## src/hw/rtl/cmm_pkg.sv

```systemverilog
// Shared constants, types and codes of the confusion-matrix metrics core.
`default_nettype none
package cmm_pkg;
   localparam int CW    = 32;               // counter width
   localparam int FB    = 16;               // fraction bits of the metrics
   localparam int TW    = CW + 2;           // total sample width
   localparam int MW    = CW + 1;           // marginal width
   localparam int QW    = CW + 3;           // width of a ratio numerator or denominator
   localparam int UW    = 4 * CW + 6;       // datapath width of the shared unit
   localparam int STEPW = $clog2(4 * CW + 2 * FB + 1);
   localparam int KW    = $clog2(FB + 1);
   localparam int RW    = FB + 1;           // unsigned metric width
   localparam int SW    = FB + 2;           // signed metric width

   localparam logic [RW-1:0] ONE_Q = RW'(1) << FB;

   typedef enum logic [1:0] {
      FUNC_ADD    = 2'd0,
      FUNC_REMOVE = 2'd1,
      FUNC_CLEAR  = 2'd2
   } func_type;

   typedef enum logic {
      ALU_MUL,
      ALU_DIV
   } alu_op_type;

   typedef struct packed {
      logic             start;
      alu_op_type       op;
      logic [STEPW-1:0] steps;
   } alu_ctl_type;

   typedef enum logic [2:0] {
      ST_IDLE,
      ST_START,
      ST_WAIT,
      ST_SQRT,
      ST_FINISH
   } state_type;

   typedef enum logic [3:0] {
      J_ACC,
      J_PRE,
      J_REC,
      J_SPE,
      J_F1,
      J_HMUL,
      J_HDIV,
      J_AB1,
      J_AB2,
      J_MSQ,
      J_D1,
      J_D2,
      J_D3,
      J_YDIV
   } job_type;
endpackage
`default_nettype wire

```

## src/hw/rtl/cmm_alu.sv

```systemverilog
// Bit-serial shift-add multiplier and restoring divider shared by all metrics.
`default_nettype none
module cmm_alu (
   input  wire                       clock,
   input  wire                       reset,
   input  cmm_pkg::alu_ctl_type      ctl,
   input  wire  [cmm_pkg::UW-1:0]    acc_init,
   input  wire  [cmm_pkg::UW-1:0]    opa_init,
   input  wire  [cmm_pkg::UW-1:0]    opb_init,
   output logic                      busy,
   output logic [cmm_pkg::UW-1:0]    acc,
   output logic [cmm_pkg::UW-1:0]    opb
);
   import cmm_pkg::*;

   logic [UW-1:0]    acc_ff, acc_in;
   logic [UW-1:0]    opa_ff, opa_in;
   logic [UW-1:0]    opb_ff, opb_in;
   alu_op_type       op_ff, op_in;
   logic [STEPW-1:0] cnt_ff, cnt_in;
   logic             busy_ff, busy_in;
   logic [UW-1:0]    rem_sh;
   logic             ge;

   always_comb begin
      rem_sh = {acc_ff[UW-2:0], opb_ff[UW-1]};
      ge     = rem_sh >= opa_ff;
      acc_in  = acc_ff;
      opa_in  = opa_ff;
      opb_in  = opb_ff;
      op_in   = op_ff;
      cnt_in  = cnt_ff;
      busy_in = busy_ff;
      if (ctl.start) begin
         acc_in  = acc_init;
         opa_in  = opa_init;
         opb_in  = opb_init;
         op_in   = ctl.op;
         cnt_in  = ctl.steps;
         busy_in = 1'b1;
      end else if (busy_ff) begin
         if (op_ff == ALU_MUL) begin
            if (opb_ff[0]) acc_in = acc_ff + opa_ff;
            opa_in = {opa_ff[UW-2:0], 1'b0};
            opb_in = {1'b0, opb_ff[UW-1:1]};
         end else begin
            acc_in = ge ? rem_sh - opa_ff : rem_sh;
            opb_in = {opb_ff[UW-2:0], ge};
         end
         cnt_in = cnt_ff - STEPW'(1);
         if (cnt_ff == STEPW'(1)) busy_in = 1'b0;
      end
   end

   always_ff @(posedge clock) begin
      if (reset) begin
         busy_ff <= 1'b0;
         cnt_ff  <= '0;
      end else begin
         busy_ff <= busy_in;
         cnt_ff  <= cnt_in;
      end
      acc_ff <= acc_in;
      opa_ff <= opa_in;
      opb_ff <= opb_in;
      op_ff  <= op_in;
   end

   assign busy = busy_ff;
   assign acc  = acc_ff;
   assign opb  = opb_ff;
endmodule
`default_nettype wire

```

## src/hw/rtl/confusion_matrix_metrics_core.sv

```systemverilog
// Top level: confusion-matrix counters, metric sequencer and result register.
`default_nettype none
// Each accepted beat updates one of four saturating 32-bit counters (or clears
// them all) and then produces one result beat with the counts, their sum and
// seven Q1.16 metrics. All ratios, the products behind the Matthews
// correlation and its wide quotient run one bit per cycle on a single shared
// shift-add / restoring-divide unit, followed by a 17-step square-root search:
// fourteen passes (five 16-step ratios, a 17-step and a 34-step pass for the
// harmonic mean, 32+32+64+3x33 multiply steps, a 160-step divide), each with
// its own start and wait states, then the square-root search and the load of
// the result. The block takes one item at a time and is ready again in the
// cycle after the result is loaded; a finished result waits in the output
// register until taken, and the next one waits behind it.
module confusion_matrix_metrics_core (
   input  wire                     clock,
   input  wire                     reset,
   input  wire                     req_valid,
   output logic                    req_ready,
   input  wire  [1:0]              req_func,
   input  wire                     req_predicted_positive,
   input  wire                     req_actual_positive,
   input  wire  [15:0]             req_batch_count,
   output logic                    rsp_valid,
   input  wire                     rsp_ready,
   output logic [cmm_pkg::CW-1:0]  rsp_true_pos,
   output logic [cmm_pkg::CW-1:0]  rsp_false_pos,
   output logic [cmm_pkg::CW-1:0]  rsp_false_neg,
   output logic [cmm_pkg::CW-1:0]  rsp_true_neg,
   output logic [cmm_pkg::TW-1:0]  rsp_total_samples,
   output logic [cmm_pkg::RW-1:0]  rsp_accuracy,
   output logic [cmm_pkg::RW-1:0]  rsp_precision,
   output logic [cmm_pkg::RW-1:0]  rsp_recall,
   output logic [cmm_pkg::RW-1:0]  rsp_specificity,
   output logic [cmm_pkg::RW-1:0]  rsp_f1_score,
   output logic signed [cmm_pkg::SW-1:0] rsp_mcc,
   output logic [cmm_pkg::RW-1:0]  rsp_sens_spec_mean
);
   import cmm_pkg::*;

   state_type     state_ff, state_in;
   job_type       job_ff, job_in;
   logic [CW-1:0] tp_ff, tp_in, fp_ff, fp_in, fn_ff, fn_in, tn_ff, tn_in;

   logic [RW-1:0]     acc_q_ff, acc_q_in, pre_ff, pre_in, rec_ff, rec_in;
   logic [RW-1:0]     spe_ff, spe_in, f1_ff, f1_in, hm_ff, hm_in;
   logic [2*FB:0]     prod_ff, prod_in;
   logic [2*CW-1:0]   aba_ff, aba_in, abb_ff, abb_in;
   logic              neg_ff, neg_in;
   logic [4*CW-1:0]   msq_ff, msq_in;
   logic [UW-1:0]     d_ff, d_in;
   logic [2*FB:0]     y_ff, y_in;
   logic [RW-1:0]     q_ff, q_in;
   logic [KW-1:0]     k_ff, k_in;

   logic              rsp_valid_ff, rsp_valid_in;
   logic [CW-1:0]     o_tp_ff, o_fp_ff, o_fn_ff, o_tn_ff;
   logic [TW-1:0]     o_tot_ff;
   logic [RW-1:0]     o_acc_ff, o_pre_ff, o_rec_ff, o_spe_ff, o_f1_ff, o_hm_ff;
   logic [SW-1:0]     o_mcc_ff;
   logic              load_out;

   alu_ctl_type       ctl;
   logic [UW-1:0]     acc_init, opa_init, opb_init, alu_acc, alu_opb;
   logic              alu_busy;

   logic [CW-1:0]     cur, upd;
   logic [CW:0]       sum_add;
   logic [TW-1:0]     total;
   logic [MW-1:0]     p1, p2, p3, p4;
   logic [QW-1:0]     num_q, den_q;
   logic [RW-1:0]     qres;
   logic [FB+1:0]     rs_sum;
   logic [2*CW-1:0]   mag;
   logic [RW-1:0]     cand;
   logic [2*FB+1:0]   cand_sq;
   logic [SW-1:0]     mcc_val;

   cmm_alu u_alu (
      .clock    (clock),
      .reset    (reset),
      .ctl      (ctl),
      .acc_init (acc_init),
      .opa_init (opa_init),
      .opb_init (opb_init),
      .busy     (alu_busy),
      .acc      (alu_acc),
      .opb      (alu_opb)
   );

   always_comb begin
      total  = TW'(tp_ff) + TW'(fp_ff) + TW'(fn_ff) + TW'(tn_ff);
      p1     = MW'(tp_ff) + MW'(fn_ff);
      p2     = MW'(fp_ff) + MW'(tn_ff);
      p3     = MW'(tp_ff) + MW'(fp_ff);
      p4     = MW'(fn_ff) + MW'(tn_ff);
      rs_sum = (FB + 2)'(rec_ff) + (FB + 2)'(spe_ff);
      mag    = neg_ff ? abb_ff - aba_ff : aba_ff - abb_ff;
      cand    = q_ff | (RW'(1) << k_ff);
      cand_sq = (2 * FB + 2)'(cand) * (2 * FB + 2)'(cand);
      if (p1 == '0 || p2 == '0 || p3 == '0 || p4 == '0) mcc_val = '0;
      else if (neg_ff) mcc_val = SW'(0) - SW'(q_ff);
      else mcc_val = SW'(q_ff);
   end

   // counter update for the accepted beat
   always_comb begin
      case ({req_predicted_positive, req_actual_positive})
         2'b11:   cur = tp_ff;
         2'b10:   cur = fp_ff;
         2'b01:   cur = fn_ff;
         default: cur = tn_ff;
      endcase
      sum_add = (CW + 1)'(cur) + (CW + 1)'(req_batch_count);
      upd     = cur;
      case (req_func)
         FUNC_ADD:    upd = sum_add[CW] ? '1 : sum_add[CW-1:0];
         FUNC_REMOVE: upd = (cur >= CW'(req_batch_count)) ? cur - CW'(req_batch_count) : '0;
         default:     upd = cur;
      endcase
   end

   // ratio operands
   always_comb begin
      num_q = '0;
      den_q = '0;
      case (job_ff)
         J_ACC: begin
            num_q = QW'(tp_ff) + QW'(tn_ff);
            den_q = QW'(total);
         end
         J_PRE: begin
            num_q = QW'(tp_ff);
            den_q = QW'(p3);
         end
         J_REC: begin
            num_q = QW'(tp_ff);
            den_q = QW'(p1);
         end
         J_SPE: begin
            num_q = QW'(tn_ff);
            den_q = QW'(p2);
         end
         J_F1: begin
            num_q = {QW'(tp_ff)} << 1;
            den_q = ({QW'(tp_ff)} << 1) + QW'(fn_ff) + QW'(fp_ff);
         end
         default: begin
            num_q = '0;
            den_q = '0;
         end
      endcase
      if (den_q == '0) qres = (job_ff == J_F1) ? ONE_Q : '0;
      else if (num_q >= den_q) qres = ONE_Q;
      else qres = alu_opb[FB:0];
   end

   // command for the shared unit
   always_comb begin
      acc_init = '0;
      opa_init = '0;
      opb_init = '0;
      ctl.start = (state_ff == ST_START);
      ctl.op    = ALU_DIV;
      ctl.steps = STEPW'(FB);
      case (job_ff)
         J_ACC, J_PRE, J_REC, J_SPE, J_F1: begin
            acc_init = UW'(num_q);
            opa_init = UW'(den_q);
         end
         J_HMUL: begin
            ctl.op    = ALU_MUL;
            ctl.steps = STEPW'(FB + 1);
            opa_init  = UW'(rec_ff);
            opb_init  = UW'(spe_ff);
         end
         J_HDIV: begin
            ctl.steps = STEPW'(2 * FB + 2);
            opa_init  = UW'(rs_sum);
            opb_init  = UW'({prod_ff, 1'b0}) << (UW - (2 * FB + 2));
         end
         J_AB1: begin
            ctl.op    = ALU_MUL;
            ctl.steps = STEPW'(CW);
            opa_init  = UW'(tp_ff);
            opb_init  = UW'(tn_ff);
         end
         J_AB2: begin
            ctl.op    = ALU_MUL;
            ctl.steps = STEPW'(CW);
            opa_init  = UW'(fp_ff);
            opb_init  = UW'(fn_ff);
         end
         J_MSQ: begin
            ctl.op    = ALU_MUL;
            ctl.steps = STEPW'(2 * CW);
            opa_init  = UW'(mag);
            opb_init  = UW'(mag);
         end
         J_D1: begin
            ctl.op    = ALU_MUL;
            ctl.steps = STEPW'(MW);
            opa_init  = UW'(p1);
            opb_init  = UW'(p2);
         end
         J_D2: begin
            ctl.op    = ALU_MUL;
            ctl.steps = STEPW'(MW);
            opa_init  = d_ff;
            opb_init  = UW'(p3);
         end
         J_D3: begin
            ctl.op    = ALU_MUL;
            ctl.steps = STEPW'(MW);
            opa_init  = d_ff;
            opb_init  = UW'(p4);
         end
         J_YDIV: begin
            ctl.steps = STEPW'(4 * CW + 2 * FB);
            opa_init  = d_ff;
            opb_init  = UW'(msq_ff) << (UW - 4 * CW);
         end
         default: begin
            acc_init = '0;
         end
      endcase
   end

   // sequencer
   always_comb begin
      state_in = state_ff;
      job_in   = job_ff;
      tp_in = tp_ff;
      fp_in = fp_ff;
      fn_in = fn_ff;
      tn_in = tn_ff;
      acc_q_in = acc_q_ff;
      pre_in   = pre_ff;
      rec_in   = rec_ff;
      spe_in   = spe_ff;
      f1_in    = f1_ff;
      hm_in    = hm_ff;
      prod_in  = prod_ff;
      aba_in   = aba_ff;
      abb_in   = abb_ff;
      neg_in   = neg_ff;
      msq_in   = msq_ff;
      d_in     = d_ff;
      y_in     = y_ff;
      q_in     = q_ff;
      k_in     = k_ff;
      load_out = 1'b0;
      rsp_valid_in = rsp_valid_ff && !rsp_ready;
      req_ready = (state_ff == ST_IDLE);
      unique case (state_ff)
         ST_IDLE: begin
            if (req_valid) begin
               if (req_func == FUNC_CLEAR) begin
                  tp_in = '0;
                  fp_in = '0;
                  fn_in = '0;
                  tn_in = '0;
               end else begin
                  case ({req_predicted_positive, req_actual_positive})
                     2'b11:   tp_in = upd;
                     2'b10:   fp_in = upd;
                     2'b01:   fn_in = upd;
                     default: tn_in = upd;
                  endcase
               end
               job_in   = J_ACC;
               state_in = ST_START;
            end
         end
         ST_START: state_in = ST_WAIT;
         ST_WAIT: begin
            if (!alu_busy) begin
               state_in = ST_START;
               job_in   = job_type'(4'(job_ff) + 4'd1);
               case (job_ff)
                  J_ACC:  acc_q_in = qres;
                  J_PRE:  pre_in = qres;
                  J_REC:  rec_in = qres;
                  J_SPE:  spe_in = qres;
                  J_F1:   f1_in = qres;
                  J_HMUL: prod_in = alu_acc[2*FB:0];
                  J_HDIV: hm_in = (rs_sum == '0) ? '0 : alu_opb[FB:0];
                  J_AB1:  aba_in = alu_acc[2*CW-1:0];
                  J_AB2: begin
                     abb_in = alu_acc[2*CW-1:0];
                     neg_in = alu_acc[2*CW-1:0] > aba_ff;
                  end
                  J_MSQ:  msq_in = alu_acc[4*CW-1:0];
                  J_D1, J_D2, J_D3: d_in = alu_acc;
                  J_YDIV: begin
                     y_in     = alu_opb[2*FB:0];
                     q_in     = '0;
                     k_in     = KW'(FB);
                     job_in   = J_ACC;
                     state_in = ST_SQRT;
                  end
                  default: state_in = ST_START;
               endcase
            end
         end
         ST_SQRT: begin
            // keep the candidate bit while its square does not exceed the quotient and it stays within 1.0
            if (cand <= ONE_Q && cand_sq <= (2 * FB + 2)'(y_ff)) q_in = cand;
            if (k_ff == '0) state_in = ST_FINISH;
            else k_in = k_ff - KW'(1);
         end
         ST_FINISH: begin
            if (!rsp_valid_ff || rsp_ready) begin
               load_out     = 1'b1;
               rsp_valid_in = 1'b1;
               state_in     = ST_IDLE;
            end
         end
         default: state_in = ST_IDLE;
      endcase
   end

   always_ff @(posedge clock) begin
      if (reset) begin
         state_ff     <= ST_IDLE;
         job_ff       <= J_ACC;
         tp_ff        <= '0;
         fp_ff        <= '0;
         fn_ff        <= '0;
         tn_ff        <= '0;
         rsp_valid_ff <= 1'b0;
      end else begin
         state_ff     <= state_in;
         job_ff       <= job_in;
         tp_ff        <= tp_in;
         fp_ff        <= fp_in;
         fn_ff        <= fn_in;
         tn_ff        <= tn_in;
         rsp_valid_ff <= rsp_valid_in;
      end
      acc_q_ff <= acc_q_in;
      pre_ff   <= pre_in;
      rec_ff   <= rec_in;
      spe_ff   <= spe_in;
      f1_ff    <= f1_in;
      hm_ff    <= hm_in;
      prod_ff  <= prod_in;
      aba_ff   <= aba_in;
      abb_ff   <= abb_in;
      neg_ff   <= neg_in;
      msq_ff   <= msq_in;
      d_ff     <= d_in;
      y_ff     <= y_in;
      q_ff     <= q_in;
      k_ff     <= k_in;
      if (load_out) begin
         o_tp_ff  <= tp_ff;
         o_fp_ff  <= fp_ff;
         o_fn_ff  <= fn_ff;
         o_tn_ff  <= tn_ff;
         o_tot_ff <= total;
         o_acc_ff <= acc_q_ff;
         o_pre_ff <= pre_ff;
         o_rec_ff <= rec_ff;
         o_spe_ff <= spe_ff;
         o_f1_ff  <= f1_ff;
         o_hm_ff  <= hm_ff;
         o_mcc_ff <= mcc_val;
      end
   end

   assign rsp_valid          = rsp_valid_ff;
   assign rsp_true_pos       = o_tp_ff;
   assign rsp_false_pos      = o_fp_ff;
   assign rsp_false_neg      = o_fn_ff;
   assign rsp_true_neg       = o_tn_ff;
   assign rsp_total_samples  = o_tot_ff;
   assign rsp_accuracy       = o_acc_ff;
   assign rsp_precision      = o_pre_ff;
   assign rsp_recall         = o_rec_ff;
   assign rsp_specificity    = o_spe_ff;
   assign rsp_f1_score       = o_f1_ff;
   assign rsp_mcc            = o_mcc_ff;
   assign rsp_sens_spec_mean = o_hm_ff;
endmodule
`default_nettype wire

```

## config.mk

```make
export PLATFORM = sky130hd
export DESIGN_NAME = confusion_matrix_metrics_core
export DESIGN_NICKNAME = d
export VERILOG_FILES = /design/src/hw/rtl/cmm_pkg.sv /design/src/hw/rtl/cmm_alu.sv /design/src/hw/rtl/confusion_matrix_metrics_core.sv
export SDC_FILE = /design/constraint.sdc
export NUM_CORES = 2
export LEC_CHECK = 0
export BUFFER_PORTS_ARGS = -buffer_cell sky130_fd_sc_hd__buf_4
export CORE_MARGIN = 2
export CORE_UTILIZATION = 42
export DETAILED_ROUTE_END_ITERATION = 10
export GPL_TIMING_DRIVEN = 0
export PLACE_DENSITY = 0.67
export SLEW_MARGIN = 20
export SYNTH_ARGS = -nofsm -noshare
export SYNTH_HDL_FRONTEND = slang
export SYNTH_SLANG_ARGS = --single-unit
```

## constraint.sdc

```tcl
create_clock -name clock -period 26.5 [get_ports clock]
set_clock_uncertainty 0.15 [all_clocks]
set_input_delay 1.325 -clock clock [delete_from_list [all_inputs] [get_ports clock]]
set_output_delay 1.325 -clock clock [all_outputs]
set_load 0.01 [all_outputs]
```

# Word-level counts from Yosys, hierarchy flattened
# Index checks and enable logic that the tools add are counted.
# word_totals
ff_bits,1411
inputBits,24
output_inout_bits,284
elab_cells,222
# op_classes
n_addsub,21
n_mul,1
order_cmp,6
n_eq_ne,32
n_shift,1
muxes,62
bitwise_logic,3
reduce_logical,55
# ops
op,count
134-bit 2-to-1 mux,11
134-bit case mux with 9 select lines,1
134-bit case mux with 8 select lines,1
32-bit 2-to-1 mux,10
32-bit by 32-bit adder with 33-bit output,6
35-bit case mux with 5 select lines,1
134-bit adder,1
134-bit greater-or-equal comparator,1
134-bit subtractor,1
33-bit logical NOT,4
33-bit case mux with 4 select lines,1
64-bit subtractor,2
17-bit 2-to-1 mux,7
32-bit case mux with 3 select lines,1
33-bit by 32-bit adder with 34-bit output,2
64-bit > comparator,1
64-bit 2-to-1 mux,1
32-bit case mux with 2 select lines,1
3-bit AND reduction,17
8-bit case mux with 6 select lines,1
34-bit by 32-bit adder with 35-bit output,1
35-bit greater-or-equal comparator,1
35-bit logical NOT,1
35-bit 2-to-1 mux,1
other kinds (53),106

# Longest topological paths before layout
# logic_depth
ltp_word,7
mapped_depth,45

# Modules after synthesis
# From an unflattened synthesis, not the netlist that was laid out.
# hier_totals
cells_unflattened,12343
area_unflattened_um2,113256.1
# modules_own_cells
mod,instances,cells_per_inst,area_per_inst_um2,seq_area_each_um2
confusion_matrix_metrics_core,1,7529,74463.9,28637.5
cmm_alu,1,4814,38792.2,12281.8

# Worst setup path before layout
# No wires, ideal clock.
# synth_timing
path_type,input to register
startpoint,input rsp_ready
endpoint,"register o_acc_ff[0], in the netlist rsp_accuracy[0] (enable)"
setup_ps,930
arrival_time_ps,13086
required_time_ps,25420
slack_ps,12334
path_stages,2
n_path_buf,0
cell_sequence,nor2b_1 > nor2_1
# synth_between
elab_chain_cells,3
# synth_rtl
element,line_no,rtl
"start, declared",confusion_matrix_metrics_core.sv:24,"input wire rsp_ready,"
1-bit logical OR,confusion_matrix_metrics_core.sv:312,if (!rsp_valid_ff || rsp_ready) begin
1-bit 2-to-1 mux,confusion_matrix_metrics_core.sv:312,
1-bit 2-to-1 mux,confusion_matrix_metrics_core.sv:254,unique case (state_ff)
via load_out,confusion_matrix_metrics_core.sv:60,logic load_out;
"end signal, assigned",confusion_matrix_metrics_core.sv:361,o_acc_ff <= acc_q_ff;
"end, declared",confusion_matrix_metrics_core.sv:58,"logic [RW-1:0] o_acc_ff, o_pre_ff, o_rec_ff, o_spe_ff, o_f1_ff, o_hm_ff;"
# The timed path passes the listed nets, and every way through them passes these cells.
# A chain may end at the register's enable or synchronous reset.

# Final worst setup path
# layout_timing
startpoint,register k_ff[0]
endpoint,register q_ff[15] (enable)
# layout_between
elab_chain_cells,7
# layout_rtl
element,line_no,rtl
"start, declared",confusion_matrix_metrics_core.sv:53,"logic [KW-1:0] k_ff, k_in;"
"start signal, assigned",confusion_matrix_metrics_core.sv:354,k_ff <= k_in;
1-bit by 5-bit left shift with 17-bit output *,confusion_matrix_metrics_core.sv:98,cand = q_ff | (RW'(1) << k_ff);
17-bit OR *,confusion_matrix_metrics_core.sv:98,
17-bit by 17-bit multiplier with 34-bit output,confusion_matrix_metrics_core.sv:99,cand_sq = (2 * FB + 2)'(cand) * (2 * FB + 2)'(cand);
34-bit by 33-bit less-or-equal comparator with 1-bit output,confusion_matrix_metrics_core.sv:307,if (cand <= ONE_Q && cand_sq <= (2 * FB + 2)'(y_ff)) q_in = cand;
1-bit logical AND *,confusion_matrix_metrics_core.sv:307,
2-bit inequality test (no source line) *,-,
4-bit AND reduction (no source line) *,-,
"end signal, assigned",confusion_matrix_metrics_core.sv:353,q_ff <= q_in;
"end, declared",confusion_matrix_metrics_core.sv:52,"logic [RW-1:0] q_ff, q_in;"
# Mark *: on every way between the ends. The rest lies on a longest branch, timed or not.

==> impl_metrics.ini <==
[synthesis]
yosys_warnings = 0
seq_area_frac_synth_pct = 37.53
synth_edf_count = 1266
synth_cell_types = 95
synth_area_per_cell_um2 = 9.432
synth_cells = 11560
synth.most_common_cell = edfxtp_1
synth_common_cells = edfxtp_1, a21oi_1, nand2_1
synthSimpleGateAreaFrac_pct = 12.72
async_flop_share_pct = 0
synth-seq-cells = 1411
synth-compound-area-share_pct = 21.95
synth_top_area_share_pct = 34.87
synth_top_family_by_area = compound AO/OA/AOI/OAI gates
synth-xor-area-share_pct = 4.772
syn_area_um2 = 109000
synthMuxAreaShare_pct = 2.274
synth_ff_type = edfxtp_1
synthAdderAreaFrac_pct = 15.96
ys_top_cells_by_area = edfxtp_1, ha_1, a21oi_1, fa_1, nand2_1
synth_nets = 12800
yosys.area.top_type = edfxtp_1

[layout]
fin_nets = 13350
areaGrowthSynthToFinish_pct = 12.95
layout-drive-gt1-share_pct = 7.103

[place]
gp_congestion = 1.127
portBuffers = 304
dp.final_hpwl_um = 377600
place_ws_ns = 14.83

[worst_setup_path]
crit_path_max_fanout = 15
crit_slowest_cell = a2111oi_0
crit_path_frequent_cell = inv_1
cp_data_arrival_time_ns = 12.14
r2r_slack_ns = 14.73
critPathKind = flip-flop to flip-flop
cp-start-kind = flip-flop
critPathCaptureType = flip-flop
crit_required_ns = 26.87
critPathMaxStageDelay_ns = 0.68

[timing]
timing.fmax_ghz = 0.08498
setup_violations = 0
min_period_over_period_pct = 44.40
setup_tns_ns = 0
final.min_clock_period_ns = 11.77
rsz0062_at_grt = no
hold_violations = 0
worstMarginPinSlew_ns = 1.352
setup_ws_ns = 14.73
report.final.slew_viol_count = 0
slew_headroom_pct = 8.899

[clock_network]
numCtsBuffers = 170
clkLatencyLatePin_ns = 0.89
clock_path_buffers = 4
cts_hold_buf = 0
clock-sinks = 1411
postCtsSetupRepairBufs = 0
clockRootBuffer = clkbuf_16
h-tree-depth = 4
cts_tree = yes
cts-resized-gates = 0
clk_pin_slew_ns = 0.07

[floorplan]
die_y_um = 513.5
num_rows = 187
io_pins = 308
dieArea_um2 = 263700
start_util_pct = 42.13
die_w_um = 513.5
coreArea_um2 = 258800

[routing]
routedWlPerCell_um = 30.11
vias_per_cell = 6.401
drtIter0Drc = 13920
drc = 2
routed_wirelength_um = 471800
ant_nets = 0
dr.pass1.iters = 11
num_vias = 100300

[grt]
grt_pass1_vias = 94320
overflow = 0
grt_usage_pct = 34.56
antenna_found_initial = 47
grt_max_degree = 78
grt_pass1_wl_um = 665900

[status]
status = finished with violations
violations = design-rule violations

[power_and_ir_drop]
p_leak_uw = 0.05036
p_per_area_nw_per_um2 = 63.68
ir_drop_v = 0.00007326

[run]
cap_violations = 0

[min_path]
hold_class = flip-flop to flip-flop
==> cells in the final DEF, fill, tap and decap left out, types with 145 or more instances in the layout <==
cell type,Yosys,routed
nand4_1,207,207
clkbuf_1,543,533
nand2_1,1050,1050
a21o_1,394,394
nor3_1,152,146
xor2_1,229,229
nor2_1,802,788
inv_1,798,797
fa_1,300,300
nand3_1,221,221
clkbuf_16,0,177
edfxtp_1,1266,1266
mux2i_1,160,160
buf_4,0,322
o21bai_1,160,160
ha_1,911,911
xnor2_1,365,365
o21ai_0,756,741
dfxtp_1,145,145
a21oi_1,1208,1205
==> cell families after synthesis <==
kind of cell               after synthesis
DFF                                   1411
muxes                                  206
buffers and inverters                 1389
xor gates and xnor gates               594
adders and majority gates             1211
AOI/OAI and AO/OA                     3749
and+or+nand+nor                       3000
==> flip-flops by register name, summed over array words and instances, names as in the netlist, 18 cells and up <==
name,flops
fp_ff,32
rsp_total_samples,34
abb_ff,64
u_alu.acc,134
rsp_true_neg,32
tp_ff,32
tn_ff,32
u_alu.opa_ff,134
d_ff,134
aba_ff,64
prod_ff,33
rsp_false_pos,32
fn_ff,32
rsp_true_pos,32
rsp_mcc,18
u_alu.opb,134
msq_ff,128
y_ff,33
rsp_false_neg,32
==> through the flow <==
| stage | std cells | util [%] | area, µm² | total power [µW] | hold WS, ns |
|---|---|---|---|---|---|
| 2_1_floorplan | 11560 | - | 109000 | 4362 | 0.2503 |
| 3_3_place_gp | 15270 | 44.66 | 115600 | 5254 | 0.2517 |
| 3_5_place_dp | 15350 | 45.31 | 117300 | 5277 | 0.2545 |
| 4_1_cts | 15650 | 47.55 | 123100 | 7732 | 0.2645 |
| 5_1_grt | 15650 | 47.58 | 123100 | 8092 | 0.2737 |
| 6_report | 15670 | 47.59 | 123200 | 7842 | 0.2654 |
==> final cells by class <==
cell class / count / area, µm²
Timing Repair Buffer: 386 / 3720
Sequential cell: 1411 / 40920
Clock buffer: 200 / 4586
Buffer: 583 / 2237
Tap cell: 3402 / 4257
Fill cell: 24660 / 135600
Clock inverter: 103 / 1211
Inverter: 806 / 3035
Antenna cell: 18 / 45.04
Multi-Input combinational cell: 8760 / 63140
==> worst paths after layout <==
kind,from,endpoint,cells past startpoint
setup / recovery,k_ff[0],q_ff[15],43
hold / removal,acc_q_ff[0],rsp_accuracy[0],0
setup reg to reg,k_ff[0],q_ff[15],43
hold reg to reg,acc_q_ff[0],rsp_accuracy[0],0
==> layer usage <==
layer  GRT usage [%]  part of all wire (%)  vias to the layer above  routed length, µm
li1                -                     -                    43930                  -
met1           46.05                    39                    48330             186100
met2           49.93                    41                     6572             193000
met3           10.04                    13                     1437              59880
met4           19.55                   6.9                       28              32470
met5          0.4566                 0.078                        -                368
==> critical path: cells and delay by family (launching register included) <==
kind,cells,cell delay (ns)
simple gates,8,1.44
buf+inv,9,1.61
xor+xnor,1,0.14
flops,1,0.46
fa+ha+maj,9,3.37
compound gates,16,4.27
==> where the power goes <==
group,switching [µW],internal (µW)
logic,1620,848
clock network,1020,1470
registers,270,2620
(Power assumes the default switching activity.)
